==> src/y4m_pkg.sv <==
// Shared constants, codes and the result type for the YUV4MPEG2 header parser.
// No dependencies; used by y4m_result_check, y4m_stream_header_parser and the testbench.
package y4m_pkg;

   localparam int BYTE_W     = 8;
   localparam int OUT_W      = 15;
   localparam int PREFIX_LEN = 10;
   localparam int POS_W      = 4;
   localparam int RATE_LIMIT = 240;

   // byte codes
   localparam logic [BYTE_W-1:0] CH_LF    = 8'h0A;
   localparam logic [BYTE_W-1:0] CH_CR    = 8'h0D;
   localparam logic [BYTE_W-1:0] CH_SPACE = 8'h20;
   localparam logic [BYTE_W-1:0] CH_TAB   = 8'h09;
   localparam logic [BYTE_W-1:0] CH_VT    = 8'h0B;
   localparam logic [BYTE_W-1:0] CH_FF    = 8'h0C;
   localparam logic [BYTE_W-1:0] CH_ZERO  = 8'h30;
   localparam logic [BYTE_W-1:0] CH_NINE  = 8'h39;
   localparam logic [BYTE_W-1:0] CH_COLON = 8'h3A;
   localparam logic [BYTE_W-1:0] CH_W     = 8'h57;
   localparam logic [BYTE_W-1:0] CH_H     = 8'h48;
   localparam logic [BYTE_W-1:0] CH_F     = 8'h46;

   // token scanner phase
   localparam logic [2:0] PH_BETWEEN = 3'd0;
   localparam logic [2:0] PH_LEAD    = 3'd1;
   localparam logic [2:0] PH_FIRST   = 3'd2;
   localparam logic [2:0] PH_SECOND  = 3'd3;
   localparam logic [2:0] PH_IGNORE  = 3'd4;

   // token kind
   localparam logic [1:0] KIND_IGNORED = 2'd0;
   localparam logic [1:0] KIND_W       = 2'd1;
   localparam logic [1:0] KIND_H       = 2'd2;
   localparam logic [1:0] KIND_F       = 2'd3;

   typedef struct packed {
      logic             header_ok;
      logic [OUT_W-1:0] frame_width;
      logic [OUT_W-1:0] frame_height;
      logic [OUT_W-1:0] rate_num;
      logic [OUT_W-1:0] rate_den;
   } rsp_type;

   // "YUV4MPEG2 " one byte per position
   function automatic logic [BYTE_W-1:0] magic_byte(input logic [POS_W-1:0] idx);
      logic [BYTE_W-1:0] b;
      case (idx)
         4'd0:    b = 8'h59; // Y
         4'd1:    b = 8'h55; // U
         4'd2:    b = 8'h56; // V
         4'd3:    b = 8'h34; // 4
         4'd4:    b = 8'h4D; // M
         4'd5:    b = 8'h50; // P
         4'd6:    b = 8'h45; // E
         4'd7:    b = 8'h47; // G
         4'd8:    b = 8'h32; // 2
         4'd9:    b = 8'h20; // space
         default: b = 8'h00;
      endcase
      return b;
   endfunction

endpackage

==> src/y4m_result_check.sv <==
// Header validity check and result formatting at end of line.
// Depends on y4m_pkg (rsp_type, RATE_LIMIT, OUT_W).
module y4m_result_check import y4m_pkg::*; #(
   parameter int DIM_W = 15
) (
   input  logic             prefix_done,
   input  logic             line_bad,
   input  logic [DIM_W-1:0] width,
   input  logic [DIM_W-1:0] height,
   input  logic [DIM_W-1:0] num,
   input  logic [DIM_W-1:0] den,
   output rsp_type          result
);

   localparam int RATE_W = DIM_W + 8;

   logic [RATE_W-1:0] rate_cap;
   logic              rate_ok;
   logic              ok;

   // exact num/den <= 240 via num <= 240*den
   assign rate_cap = RATE_W'(den) * RATE_W'(RATE_LIMIT);
   assign rate_ok  = RATE_W'(num) <= rate_cap;

   assign ok = prefix_done && !line_bad &&
               (width != '0) && (height != '0) &&
               !width[0] && !height[0] && rate_ok;

   always_comb begin
      result.header_ok    = ok;
      result.frame_width  = ok ? OUT_W'(width)  : '0;
      result.frame_height = ok ? OUT_W'(height) : '0;
      result.rate_num     = ok ? OUT_W'(num)    : '0;
      result.rate_den     = ok ? OUT_W'(den)    : OUT_W'(1);
   end

endmodule

==> src/y4m_stream_header_parser.sv <==
// Top level of the YUV4MPEG2 stream header parser: byte scanner and result register.
// Depends on y4m_pkg and y4m_result_check.
//
// Takes one header byte per beat on req_* and returns one result beat on rsp_* for
// every newline byte; carriage returns are dropped and all other bytes produce no
// result. The line must open with "YUV4MPEG2 ", after which W<n>, H<n> and
// F<num>:<den> tokens are decoded (decimal, 1..MAX_DIM, later tokens override
// earlier ones). header_ok needs width and height present, nonzero and even and
// num <= 240*den; when it is low the fields read 0 / 0 / 0 / 1. A line reaching
// MAX_LINE kept bytes is failed and the rest through the newline is dropped.
// Throughput is one byte per clock while req_ready is high: each byte needs one decimal
// shift-add step and a small state update, and the newline byte also flushes the
// open token and runs the 240*den compare, all combinationally. The result
// appears on rsp_* the cycle after the newline beat and sits in an output
// register; req_ready stays high while that register is empty or being drained,
// and drops only while a result is held and the receiver stalls, so then every
// byte waits until the result leaves. No clearing pass after reset.
module y4m_stream_header_parser import y4m_pkg::*; #(
   parameter int MAX_LINE = 4096,
   parameter int MAX_DIM  = 16384
) (
   input  logic              clock,
   input  logic              reset,
   input  logic              req_valid,
   output logic              req_ready,
   input  logic [BYTE_W-1:0] req_data_byte,
   output logic              rsp_valid,
   input  logic              rsp_ready,
   output logic              rsp_header_ok,
   output logic [OUT_W-1:0]  rsp_frame_width,
   output logic [OUT_W-1:0]  rsp_frame_height,
   output logic [OUT_W-1:0]  rsp_rate_num,
   output logic [OUT_W-1:0]  rsp_rate_den
);

   localparam int DIM_W = $clog2(MAX_DIM + 1);
   localparam int ACC_W = DIM_W + 4;          // room for value*10+9
   localparam int KL_W  = $clog2(MAX_LINE + 1);

   // scanner state
   logic [KL_W-1:0]  kept_len_ff,   kept_len_in;
   logic [POS_W-1:0] prefix_pos_ff, prefix_pos_in;
   logic [2:0]       phase_ff,      phase_in;
   logic [1:0]       kind_ff,       kind_in;
   logic [DIM_W-1:0] part_ff,       part_in;
   logic             part_dig_ff,   part_dig_in;
   logic [DIM_W-1:0] width_ff,      width_in;
   logic [DIM_W-1:0] height_ff,     height_in;
   logic [DIM_W-1:0] num_ff,        num_in;
   logic [DIM_W-1:0] den_ff,        den_in;
   logic             failed_ff,     failed_in;
   logic             discard_ff,    discard_in;

   // result register
   logic             rsp_valid_ff,  rsp_valid_in;
   rsp_type          rsp_ff,        rsp_in;

   logic             req_fire;
   logic             is_ws;
   logic             is_digit;
   logic             is_lf;
   logic [KL_W-1:0]  kl_next;

   // token flush (whitespace after a number, or newline)
   logic             part_good;
   logic             fl_failed;
   logic [DIM_W-1:0] fl_width;
   logic [DIM_W-1:0] fl_height;
   logic [DIM_W-1:0] fl_den;

   // one value character
   logic [2:0]       vc_phase;
   logic [DIM_W-1:0] vc_part;
   logic             vc_dig;
   logic             vc_good;
   logic [ACC_W-1:0] vc_acc;
   logic [2:0]       vc_phase_out;
   logic [DIM_W-1:0] vc_part_out;
   logic             vc_dig_out;
   logic [DIM_W-1:0] vc_num_out;
   logic             vc_failed_out;

   assign req_ready = !rsp_valid_ff || rsp_ready;
   assign req_fire  = req_valid && req_ready;
   assign is_lf     = req_data_byte == CH_LF;
   assign is_ws     = req_data_byte inside {CH_SPACE, CH_TAB, CH_VT, CH_FF};
   assign is_digit  = req_data_byte inside {[CH_ZERO:CH_NINE]};
   assign kl_next   = kept_len_ff + KL_W'(1);

   // close the open number
   always_comb begin
      part_good = part_dig_ff && (part_ff != '0);
      fl_failed = failed_ff;
      fl_width  = width_ff;
      fl_height = height_ff;
      fl_den    = den_ff;
      if (phase_ff == PH_FIRST) begin
         if (kind_ff == KIND_F || !part_good) begin
            fl_failed = 1'b1;         // F needs a colon; empty or zero number
         end else if (kind_ff == KIND_W) begin
            fl_width = part_ff;
         end else if (kind_ff == KIND_H) begin
            fl_height = part_ff;
         end
      end else if (phase_ff == PH_SECOND) begin
         if (!part_good) begin
            fl_failed = 1'b1;
         end else begin
            fl_den = part_ff;
         end
      end
   end

   // digit / colon step; a lead letter starts a fresh number
   always_comb begin
      vc_phase = (phase_ff == PH_LEAD) ? PH_FIRST : phase_ff;
      vc_part  = (phase_ff == PH_LEAD) ? '0 : part_ff;
      vc_dig   = (phase_ff == PH_LEAD) ? 1'b0 : part_dig_ff;
      vc_good  = vc_dig && (vc_part != '0);
      vc_acc   = (ACC_W'(vc_part) << 3) + (ACC_W'(vc_part) << 1) +
                 ACC_W'(req_data_byte[3:0]);

      vc_phase_out  = vc_phase;
      vc_part_out   = vc_part;
      vc_dig_out    = vc_dig;
      vc_num_out    = num_ff;
      vc_failed_out = failed_ff;
      if (vc_phase == PH_FIRST && kind_ff == KIND_F && req_data_byte == CH_COLON) begin
         if (!vc_good) begin
            vc_failed_out = 1'b1;
         end else begin
            vc_num_out   = vc_part;
            vc_part_out  = '0;
            vc_dig_out   = 1'b0;
            vc_phase_out = PH_SECOND;
         end
      end else if (is_digit) begin
         vc_part_out = DIM_W'(vc_acc);
         vc_dig_out  = 1'b1;
         if (vc_acc > ACC_W'(MAX_DIM)) begin
            vc_failed_out = 1'b1;
         end
      end else begin
         vc_failed_out = 1'b1;        // stray character in a number, or extra colon
      end
   end

   // next scanner state
   always_comb begin
      kept_len_in   = kept_len_ff;
      prefix_pos_in = prefix_pos_ff;
      phase_in      = phase_ff;
      kind_in       = kind_ff;
      part_in       = part_ff;
      part_dig_in   = part_dig_ff;
      width_in      = width_ff;
      height_in     = height_ff;
      num_in        = num_ff;
      den_in        = den_ff;
      failed_in     = failed_ff;
      discard_in    = discard_ff;

      if (req_fire) begin
         if (is_lf) begin
            // every newline returns the scanner to its reset state
            kept_len_in   = '0;
            prefix_pos_in = '0;
            phase_in      = PH_BETWEEN;
            kind_in       = KIND_IGNORED;
            part_in       = '0;
            part_dig_in   = 1'b0;
            width_in      = '0;
            height_in     = '0;
            num_in        = '0;
            den_in        = DIM_W'(1);
            failed_in     = 1'b0;
            discard_in    = 1'b0;
         end else if (!discard_ff && req_data_byte != CH_CR) begin
            kept_len_in = kl_next;
            if (!failed_ff) begin
               if (prefix_pos_ff < POS_W'(PREFIX_LEN)) begin
                  if (req_data_byte != magic_byte(prefix_pos_ff)) begin
                     failed_in = 1'b1;
                  end else begin
                     prefix_pos_in = prefix_pos_ff + POS_W'(1);
                  end
               end else begin
                  case (phase_ff)
                     PH_BETWEEN: begin
                        if (!is_ws) begin
                           phase_in = PH_LEAD;
                           if (req_data_byte == CH_W) begin
                              kind_in = KIND_W;
                           end else if (req_data_byte == CH_H) begin
                              kind_in = KIND_H;
                           end else if (req_data_byte == CH_F) begin
                              kind_in = KIND_F;
                           end else begin
                              kind_in  = KIND_IGNORED;
                              phase_in = PH_IGNORE;
                           end
                        end
                     end
                     PH_LEAD, PH_FIRST, PH_SECOND: begin
                        if (is_ws) begin
                           // bare letter closes silently; a number is flushed
                           phase_in    = PH_BETWEEN;
                           kind_in     = KIND_IGNORED;
                           part_in     = '0;
                           part_dig_in = 1'b0;
                           failed_in   = fl_failed;
                           width_in    = fl_width;
                           height_in   = fl_height;
                           den_in      = fl_den;
                        end else begin
                           phase_in    = vc_phase_out;
                           part_in     = vc_part_out;
                           part_dig_in = vc_dig_out;
                           num_in      = vc_num_out;
                           failed_in   = vc_failed_out;
                        end
                     end
                     default: begin
                        if (is_ws) begin
                           phase_in = PH_BETWEEN;
                           kind_in  = KIND_IGNORED;
                        end
                     end
                  endcase
               end
            end
            if (kl_next >= KL_W'(MAX_LINE)) begin
               discard_in = 1'b1;
               failed_in  = 1'b1;
            end
         end
      end
   end

   // end-of-line check on the flushed stores
   y4m_result_check #(
      .DIM_W (DIM_W)
   ) u_check (
      .prefix_done (prefix_pos_ff == POS_W'(PREFIX_LEN)),
      .line_bad    (fl_failed || discard_ff),
      .width       (fl_width),
      .height      (fl_height),
      .num         (num_ff),
      .den         (fl_den),
      .result      (rsp_in)
   );

   always_comb begin
      rsp_valid_in = rsp_valid_ff;
      if (req_fire && is_lf) begin
         rsp_valid_in = 1'b1;
      end else if (rsp_ready) begin
         rsp_valid_in = 1'b0;
      end
   end

   always_ff @(posedge clock) begin
      if (reset) begin
         kept_len_ff   <= '0;
         prefix_pos_ff <= '0;
         phase_ff      <= PH_BETWEEN;
         kind_ff       <= KIND_IGNORED;
         part_ff       <= '0;
         part_dig_ff   <= 1'b0;
         width_ff      <= '0;
         height_ff     <= '0;
         num_ff        <= '0;
         den_ff        <= DIM_W'(1);
         failed_ff     <= 1'b0;
         discard_ff    <= 1'b0;
         rsp_valid_ff  <= 1'b0;
      end else begin
         kept_len_ff   <= kept_len_in;
         prefix_pos_ff <= prefix_pos_in;
         phase_ff      <= phase_in;
         kind_ff       <= kind_in;
         part_ff       <= part_in;
         part_dig_ff   <= part_dig_in;
         width_ff      <= width_in;
         height_ff     <= height_in;
         num_ff        <= num_in;
         den_ff        <= den_in;
         failed_ff     <= failed_in;
         discard_ff    <= discard_in;
         rsp_valid_ff  <= rsp_valid_in;
      end
   end

   // result payload, loaded on the newline beat only
   always_ff @(posedge clock) begin
      if (req_fire && is_lf) begin
         rsp_ff <= rsp_in;
      end
   end

   assign rsp_valid        = rsp_valid_ff;
   assign rsp_header_ok    = rsp_ff.header_ok;
   assign rsp_frame_width  = rsp_ff.frame_width;
   assign rsp_frame_height = rsp_ff.frame_height;
   assign rsp_rate_num     = rsp_ff.rate_num;
   assign rsp_rate_den     = rsp_ff.rate_den;

   // a new result only follows a newline beat
   assert property (@(posedge clock) disable iff (reset)
      $rose(rsp_valid_ff) |-> $past(req_valid && req_ready && req_data_byte == CH_LF))
      else $error("result raised without a newline beat");

   // discard mode always implies a failed line
   assert property (@(posedge clock) disable iff (reset)
      discard_ff |-> failed_ff)
      else $error("discarding while line not failed");

   // kept byte count never passes the line limit
   assert property (@(posedge clock) disable iff (reset)
      kept_len_ff <= KL_W'(MAX_LINE))
      else $error("kept length beyond line limit");

   // prefix match position never runs past the magic text
   assert property (@(posedge clock) disable iff (reset)
      prefix_pos_ff <= POS_W'(PREFIX_LEN))
      else $error("prefix position out of range");

endmodule

==> config.mk <==
export PLATFORM = sky130hd
export DESIGN_NAME = y4m_stream_header_parser
export DESIGN_NICKNAME = d
export VERILOG_FILES = /design/src/y4m_pkg.sv /design/src/y4m_result_check.sv /design/src/y4m_stream_header_parser.sv
export SDC_FILE = /design/constraint.sdc
export NUM_CORES = 1
export LEC_CHECK = 0
export ABC_AREA = 1
export BUFFER_PORTS_ARGS = -buffer_cell sky130_fd_sc_hd__buf_4
export CAP_MARGIN = 5
export CORE_UTILIZATION = 32
export DETAILED_ROUTE_END_ITERATION = 8
export GPL_TIMING_DRIVEN = 0
export PLACE_DENSITY_LB_ADDON = 0.3
export REMOVE_ABC_BUFFERS = 1
export SYNTH_ARGS = -nofsm -noshare
export SYNTH_HDL_FRONTEND = slang
export SYNTH_HIERARCHICAL = 1
export SYNTH_SLANG_ARGS = --single-unit
==> constraint.sdc <==
create_clock -name clock -period 11.5 [get_ports clock]
set_input_delay 1.15 -clock clock [delete_from_list [all_inputs] [get_ports clock]]
set_output_delay 1.15 -clock clock [all_outputs]
set_load 0.02 [all_outputs]
# After elaboration in Yosys (flattened, before gate mapping)
# Memory sizes are Yosys's and may differ from the RTL's. A register that Yosys moved wholly into a read port is not among the register bits.
# Cells that the tools add are included.
[op_classes] n_addsub=4 mul=1 n_lt_le_gt_ge=6 n_eq_ne=24 muxes=115 n_reduce_logical=48
[ops] cell="two-way mux 15 bit" n=46
[ops] cell="nonzero test 15 bit" n=4
[ops] cell="two-way mux 8 bit" n=5
[ops] cell="two-way mux 3 bit" n=13
[ops] cell="== test 8 x 4 -> 1 bit (second input constant)" n=4
[ops] cell="two-way mux 1 bit" n=31
[ops] cell="two-way mux 4 bit" n=7
[ops] cell="two-way mux 13 bit" n=2
[ops] cell="== test 8 x 7 -> 1 bit (second input constant)" n=3
[ops] cell="<= comparator 15 x 23 -> 1 bit" n=1
[ops] cell="two-way mux 2 bit" n=10
[ops] cell="adder 18 x 16 -> 19 bit" n=1
[ops] cell="adder 19 x 4 -> 19 bit" n=1
[ops] cell="greater-than comparator 19 x 15 -> 1 bit (second input constant)" n=1
[ops] cell="multiplier 15 x 4 -> 19 bit (second input constant)" n=1
[ops] cell="AND reduction 6 bit" n=3
[ops] cell="== test 8 x 6 -> 1 bit (second input constant)" n=2
[ops] cell="nonzero test 2 bit" n=8
[ops] cell="logical AND 1 bit" n=14
[ops] cell="adder 13 x 1 -> 13 bit (second input constant)" n=1
[ops] cell="greater-or-equal comparator 13 bit (second input constant)" n=1
[ops] cell="AND reduction 5 bit" n=2
[ops] cell="== test 3 x 2 -> 1 bit (second input constant)" n=3
[ops] cell="greater-or-equal comparator 8 x 6 -> 1 bit (second input constant)" n=1
[ops] cell="22 further kinds" n=33
[totals] ff_bits=162 romBits=112 input_bits=12 output_inout_bits=63 elab_cells=217 n_memories=1
[mem_list] name="(name not given)" words=16 word_bits=7 rd=1 rd_clocked_by_memory_dff=1 wr=0 line="y4m_pkg.sv:49" rtl="case (idx)"

# Depth between registers and ports, before layout
[depth] depth_word=15 ltp_mapped=37 depth_no_buf=32

# Modules after synthesis
# The synthesis kept the hierarchy.
[modules_own_cells] mod="y4m_stream_header_parser" n_inst=1 cells_per_inst=1106 area_each_um2=8659.6 seq_area_each_um2=3993.8
[modules_own_cells] mod="y4m_result_check" n_inst=1 cells_per_inst=444 area_each_um2=2625.0 seq_area_each_um2=0.0

# Worst setup path after synthesis
# OpenSTA, ideal clock, no wires.
[synth_path] path_kind="reg-to-reg" from="register part_ff[8]" to="register rsp_ff, in the netlist rsp_header_ok (data pin)" setup_time_ns=0.251 t_arrival_ns=4.995 t_required_ns=11.249 path_slack_ns=6.254 path_stages_with_launch=36 path_buffers=5 period_less_slack_ns=5.246 cell_sequence="dfxtp_1 nor4_1 nand3_1 nand2_1 inv_1 nand3_1 buf_4 clkbuf_1 nand2_1 o21ai_0 inv_1 fa_1 fa_1 inv_1 ha_1 nand2_1 inv_1 a21oi_1 nand2_1 xnor2_1 ha_1 nand2_1 inv_1 nand3_1 nor2_1 nand3_1 nand2_1 nor2_1 nand2_1 nor2_2 nand2_1 nand2_2 buf_6 buf_6 inv_2 buf_4"
[synth_via] word_cells_on_any_way=32 classes_between="mul (1); order compare (1); mux (14); reduce/logical (16)"
[synth_lines] element="start: declaration" line="y4m_stream_header_parser.sv:45" rtl="logic [DIM_W-1:0] part_ff, part_in;"
[synth_lines] element="start signal: assignment" line="y4m_stream_header_parser.sv:282" rtl="part_ff <= part_in;"
[synth_lines] element="nonzero test 15 bit" line="y4m_stream_header_parser.sv:92" rtl="part_good = part_dig_ff && (part_ff != '0);"
[synth_lines] element="logical AND 1 bit" line="y4m_stream_header_parser.sv:92"
[synth_lines] element="two-way mux 15 bit" line="y4m_stream_header_parser.sv:106" rtl="if (!part_good) begin"
[synth_lines] element="two-way mux 15 bit" line="y4m_stream_header_parser.sv:105" rtl="end else if (phase_ff == PH_SECOND) begin"
[synth_lines] element="two-way mux 15 bit" line="y4m_stream_header_parser.sv:97" rtl="if (phase_ff == PH_FIRST) begin"
[synth_lines] element="net fl_den[6]" line="y4m_stream_header_parser.sv:69" rtl="logic [DIM_W-1:0] fl_den;"
[synth_lines] element="multiplier 15 x 4 -> 19 bit" line="y4m_result_check.sv:22" rtl="assign rate_cap = RATE_W'(den) * RATE_W'(RATE_LIMIT);"
[synth_lines] element="<= comparator 15 x 23 -> 1 bit" line="y4m_result_check.sv:23" rtl="assign rate_ok = RATE_W'(num) <= rate_cap;"
[synth_lines] element="logical AND 1 bit" line="y4m_result_check.sv:27" rtl="!width[0] && !height[0] && rate_ok;"
[synth_lines] element="net u_check.ok" line="y4m_result_check.sv:19" rtl="logic ok;"
[synth_lines] element="end signal: assignment" line="y4m_stream_header_parser.sv:297" rtl="rsp_ff <= rsp_in;"
[synth_lines] element="end: declaration" line="y4m_stream_header_parser.sv:56" rtl="rsp_type rsp_ff, rsp_in;"
# The timed path passes the listed nets, and every way through them passes these cells.
# A chain may end at the register's enable or synchronous reset.

# Worst setup path in the final report
[layout_path] from="register part_ff[0]" to="register rsp_ff, in the netlist rsp_frame_width[5] (data pin)"
[layout_via] word_cells_on_any_way=32 classes_between="mul (1); order compare (1); mux (14); reduce/logical (16)"
[layout_lines] element="nonzero test 15 bit" line="y4m_stream_header_parser.sv:92"
[layout_lines] element="logical AND 1 bit" line="y4m_stream_header_parser.sv:92"
[layout_lines] element="two-way mux 15 bit (*)" line="y4m_stream_header_parser.sv:106"
[layout_lines] element="two-way mux 15 bit (*)" line="y4m_stream_header_parser.sv:105"
[layout_lines] element="two-way mux 15 bit (*)" line="y4m_stream_header_parser.sv:97"
[layout_lines] element="net fl_den[0]" line="y4m_stream_header_parser.sv:69"
[layout_lines] element="multiplier 15 x 4 -> 19 bit (*)" line="y4m_result_check.sv:22"
[layout_lines] element="<= comparator 15 x 23 -> 1 bit (*)" line="y4m_result_check.sv:23"
[layout_lines] element="logical AND 1 bit (*)" line="y4m_result_check.sv:27"
# Mark *: on every way through the listed nets, which the timed path passes. The rest lies on a longest branch.

==> flow_summary.ini <==
[outcome]
status = finished, final reports clean

[drt]
routed_wl_mm = 27.6
ant_nets = 0
drc = 0
vias = 9801
drt_iter0_drc = 657
post_drt_wl_per_cell_um = 13.4
routed_via_density = 4.74
first_pass_iters = 5

[sta]
final-setup-viol-count = 0
fmax_ghz = 0.138
fin_crit_sh = 0.631
fin_skew_ps = 17.6
final.min_clock_period_ps = 7250
fin_tns_setup_ps = 0
hold_viol = 0
slew_violations = 0
worst_pin_slew_ps = 1060
slew_headroom = 0.288
rsz0062_at_grt = no
setup_slack_ps = 4250

[die]
core_um2 = 34600
start_util = 0.326
pin_count = 75
die_area_um2 = 36000
rows = 68
die_w_um = 190
die_h_um = 190

[cells_and_area]
fin_area_um2 = 12800
drive_gt1_frac = 0.112
diodes = 0
fin_cells = 2069
area_delta_synth_final_pct = 13.5
utilization = 0.370
nFillCells = 3683
final_nets = 1706

[cts]
post_cts_buffers = 0
clk_pin_slew_ps = 80
htreeDepth = 4
cts-root-buf = clkbuf_16
clk_latency_ps = 450
ctsHoldBuffers = 0
clock_path_buffers = 2
cts_tree = yes
numCtsBuffers = 17
cts.sinks = 169
post_cts_resized = 0

[placed_design]
port-buffer-count = 74
place_congestion = 0.920
dp_hpwl_mm = 20.5
post-place-ws_ps = 3800
dpl.cell_count = 2037
dpl_cell_area_um2 = 12200

[worst_setup_path]
slowest_stage = o21ai_0
reg2regPathDepth = 31
r2r-end = rsp_frame_width[5]$_DFFE_PP_
required_ps = 11660
crit_top_cell = nand2_1
r2r-start = part_ff[0]$_SDFFE_PP0P_
critPathKind = flop to flop
setup.worst_path.end_class = flop
start_kind = flop
critPathMaxFanout = 58
critical_path_arrival_ps = 7420
r2r_setup_slack_ps = 4250
max_stage_delay_ps = 1140

[min_path]
hold_path_startpoint = height_ff[14]$_SDFFE_PP0P_
whs_path_depth = 2
hold_end = height_ff[14]$_SDFFE_PP0P_
min_path_type = flop to flop

[global_routing]
grt_max_degree = 85
grt_overflow_total = 0
grt_pass1_vias = 9200
antenna_found_initial = 0
grt_usage = 0.158
grt_pass1_wl_mm = 45.6

[synthesis]
synth_edf_count = 61
synth-async-reset-ratio = 0
syn_area_per_cell_um2 = 7.28
ys_seq_area_frac = 0.354
syn_area_um2 = 11300
synthCells = 1550
synth_ff_type = dfxtp_1
yosysWarnings = 6
synth-seq-cells = 169
synth_cell_types = 49

[power_and_ir_drop]
leakage_nw = 5.69
worst_ir_drop_vdd_mv = 0.0963
p_per_area_nw_per_um2 = 97.4

[run]
max-cap-violations = 0
==> flip-flops by register name (all words and copies together) (netlist names), named ones only <==
signal and flops:
den_ff 15, height_ff 15, num_ff 15, part_ff 15, rsp_frame_height 15, rsp_frame_width 15
rsp_rate_den 15, rsp_rate_num 15, width_ff 15, kept_len_ff 13, prefix_pos_ff 4, phase_ff 3
kind_ff 2, discard_ff 1, failed_ff 1, part_dig_ff 1, rsp_header_ok 1, rsp_valid 1
==> layer usage <==
layer  vias to the layer above  share of wire  wire [um]  GRT usage
met1                      4552           0.50      13700      0.215
met2                       169           0.46      12600      0.258
li1                       5050              -          -          -
met3                        30          0.035        970     0.0253
met4                         0          0.014        382     0.0403
met5                         -              0          0          0
==> synthesized netlist by cell type, types with 3 or more instances <==
master | number | area [um^2]
a211oi_1 | 8 | 60.1
a21oi_1 | 113 | 566
a21oi_2 | 12 | 105
buf_2 | 10 | 50.1
buf_4 | 7 | 52.6
buf_6 | 8 | 90.1
clkbuf_1 | 19 | 71.3
dfxtp_1 | 108 | 2160
edfxtp_1 | 61 | 1830
fa_1 | 28 | 561
ha_1 | 65 | 813
inv_1 | 248 | 931
inv_2 | 14 | 52.6
nand2_1 | 443 | 1660
nand2_2 | 6 | 37.5
nand3_1 | 79 | 395
nand3b_1 | 4 | 30.0
nand4_1 | 22 | 138
nor2_1 | 112 | 420
nor2_2 | 23 | 144
nor3_1 | 18 | 90.1
nor4_1 | 4 | 25.0
o211ai_1 | 7 | 52.6
o21a_1 | 29 | 218
o21ai_0 | 47 | 235
o21ai_1 | 3 | 15.0
o21bai_1 | 4 | 30.0
o22ai_1 | 4 | 25.0
xnor2_1 | 8 | 70.1
xor2_1 | 6 | 52.6
==> logic make-up (layout without fill, tap and decap cells) <==
| group | Yosys count | count (layout) | share of synthesized area |
|---|---|---|---|
| flops | 169 | 169 | 0.354 |
| simple gates | 723 | 723 | 0.272 |
| fa+ha+maj | 93 | 93 | 0.122 |
| buf+inv | 310 | 373 | 0.114 |
| xor+xnor | 14 | 14 | 0.0109 |
| other cells | 1 | 2 | 0.000332 |
| mux | 1 | 1 | 0.000998 |
| compound gates | 239 | 239 | 0.126 |
==> report_power, final <==
group,internal [mW],total [mW],switching (mW)
clock,0.316,0.603,0.287
combinational,0.00814,0.0279,0.0198
sequential,0.615,0.617,0.00119
total,0.940,1.25,0.308
==> worst max path at each step <==
| stage | startpoint | endpoint | slack (ps) | cells past startpoint |
|---|---|---|---|---|
| floorplan | part_ff[0]$_SDFFE_PP0P_ | rsp_frame_height[10]$_DFFE_PP_ | 5720 | 30 |
| global placement | part_ff[0]$_SDFFE_PP0P_ | rsp_frame_height[12]$_DFFE_PP_ | 3810 | 31 |
| detailed placement | part_ff[0]$_SDFFE_PP0P_ | rsp_frame_width[5]$_DFFE_PP_ | 3800 | 31 |
| CTS | part_ff[0]$_SDFFE_PP0P_ | rsp_frame_width[5]$_DFFE_PP_ | 3760 | 31 |
| global route | part_ff[0]$_SDFFE_PP0P_ | rsp_frame_width[5]$_DFFE_PP_ | 3390 | 31 |
| finish | part_ff[0]$_SDFFE_PP0P_ | rsp_frame_width[5]$_DFFE_PP_ | 4250 | 31 |
==> stage by stage <==
stage          power [mW]  hold WS, ps
3_3_place_gp        0.658          448
5_1_grt              1.29          481
4_1_cts              1.27          467
6_report             1.25          465
3_5_place_dp        0.658          456
2_1_floorplan       0.644          435
==> worst max-delay path, delay by kind of cell (launching register included) <==
family | cells | cell delay (ps)
adder cells (fa/ha/maj) | 4 | 1850
AND/OR/NAND/NOR | 20 | 2870
buffers and inverters | 5 | 470
AO/OA/AOI/OAI | 1 | 1140
XOR/XNOR | 1 | 140
flip-flops | 1 | 450
==> cell usage in the layout, fill, tap and decap left out, drive strengths merged, types with 4 or more instances in the layout <==
| cell | Yosys | layout |
|---|---|---|
| a211oi | 8 | 8 |
| nand3b | 4 | 4 |
| a21oi | 127 | 127 |
| clkbuf | 19 | 17 |
| inv | 262 | 270 |
| o211ai | 7 | 7 |
| o22ai | 4 | 4 |
| o21ai | 50 | 50 |
| buf | 26 | 78 |
| nand4 | 22 | 22 |
| xor2 | 6 | 6 |
| fa | 28 | 28 |
| nor2 | 137 | 137 |
| nor3 | 20 | 20 |
| o21bai | 4 | 4 |
| edfxtp | 61 | 61 |
| o21a | 29 | 29 |
| xnor2 | 8 | 8 |
| dfxtp | 108 | 108 |
| nand2 | 449 | 449 |
| ha | 65 | 65 |
| nand3 | 81 | 81 |
| nor4 | 4 | 4 |
| clkinv | 1 | 7 |
==> layout make-up <==
class	count	area [um^2]	area share
multi-input cells	1072	6030	0.470
flip-flops and latches	169	3990	0.312
inverters	263	987	0.0771
repair buffers	78	613	0.0479
well taps	455	569	0.0444
clock buffers	17	425	0.0332
clock inverters	15	195	0.0152
No activity file was read; power rests on OpenSTA's default activity.
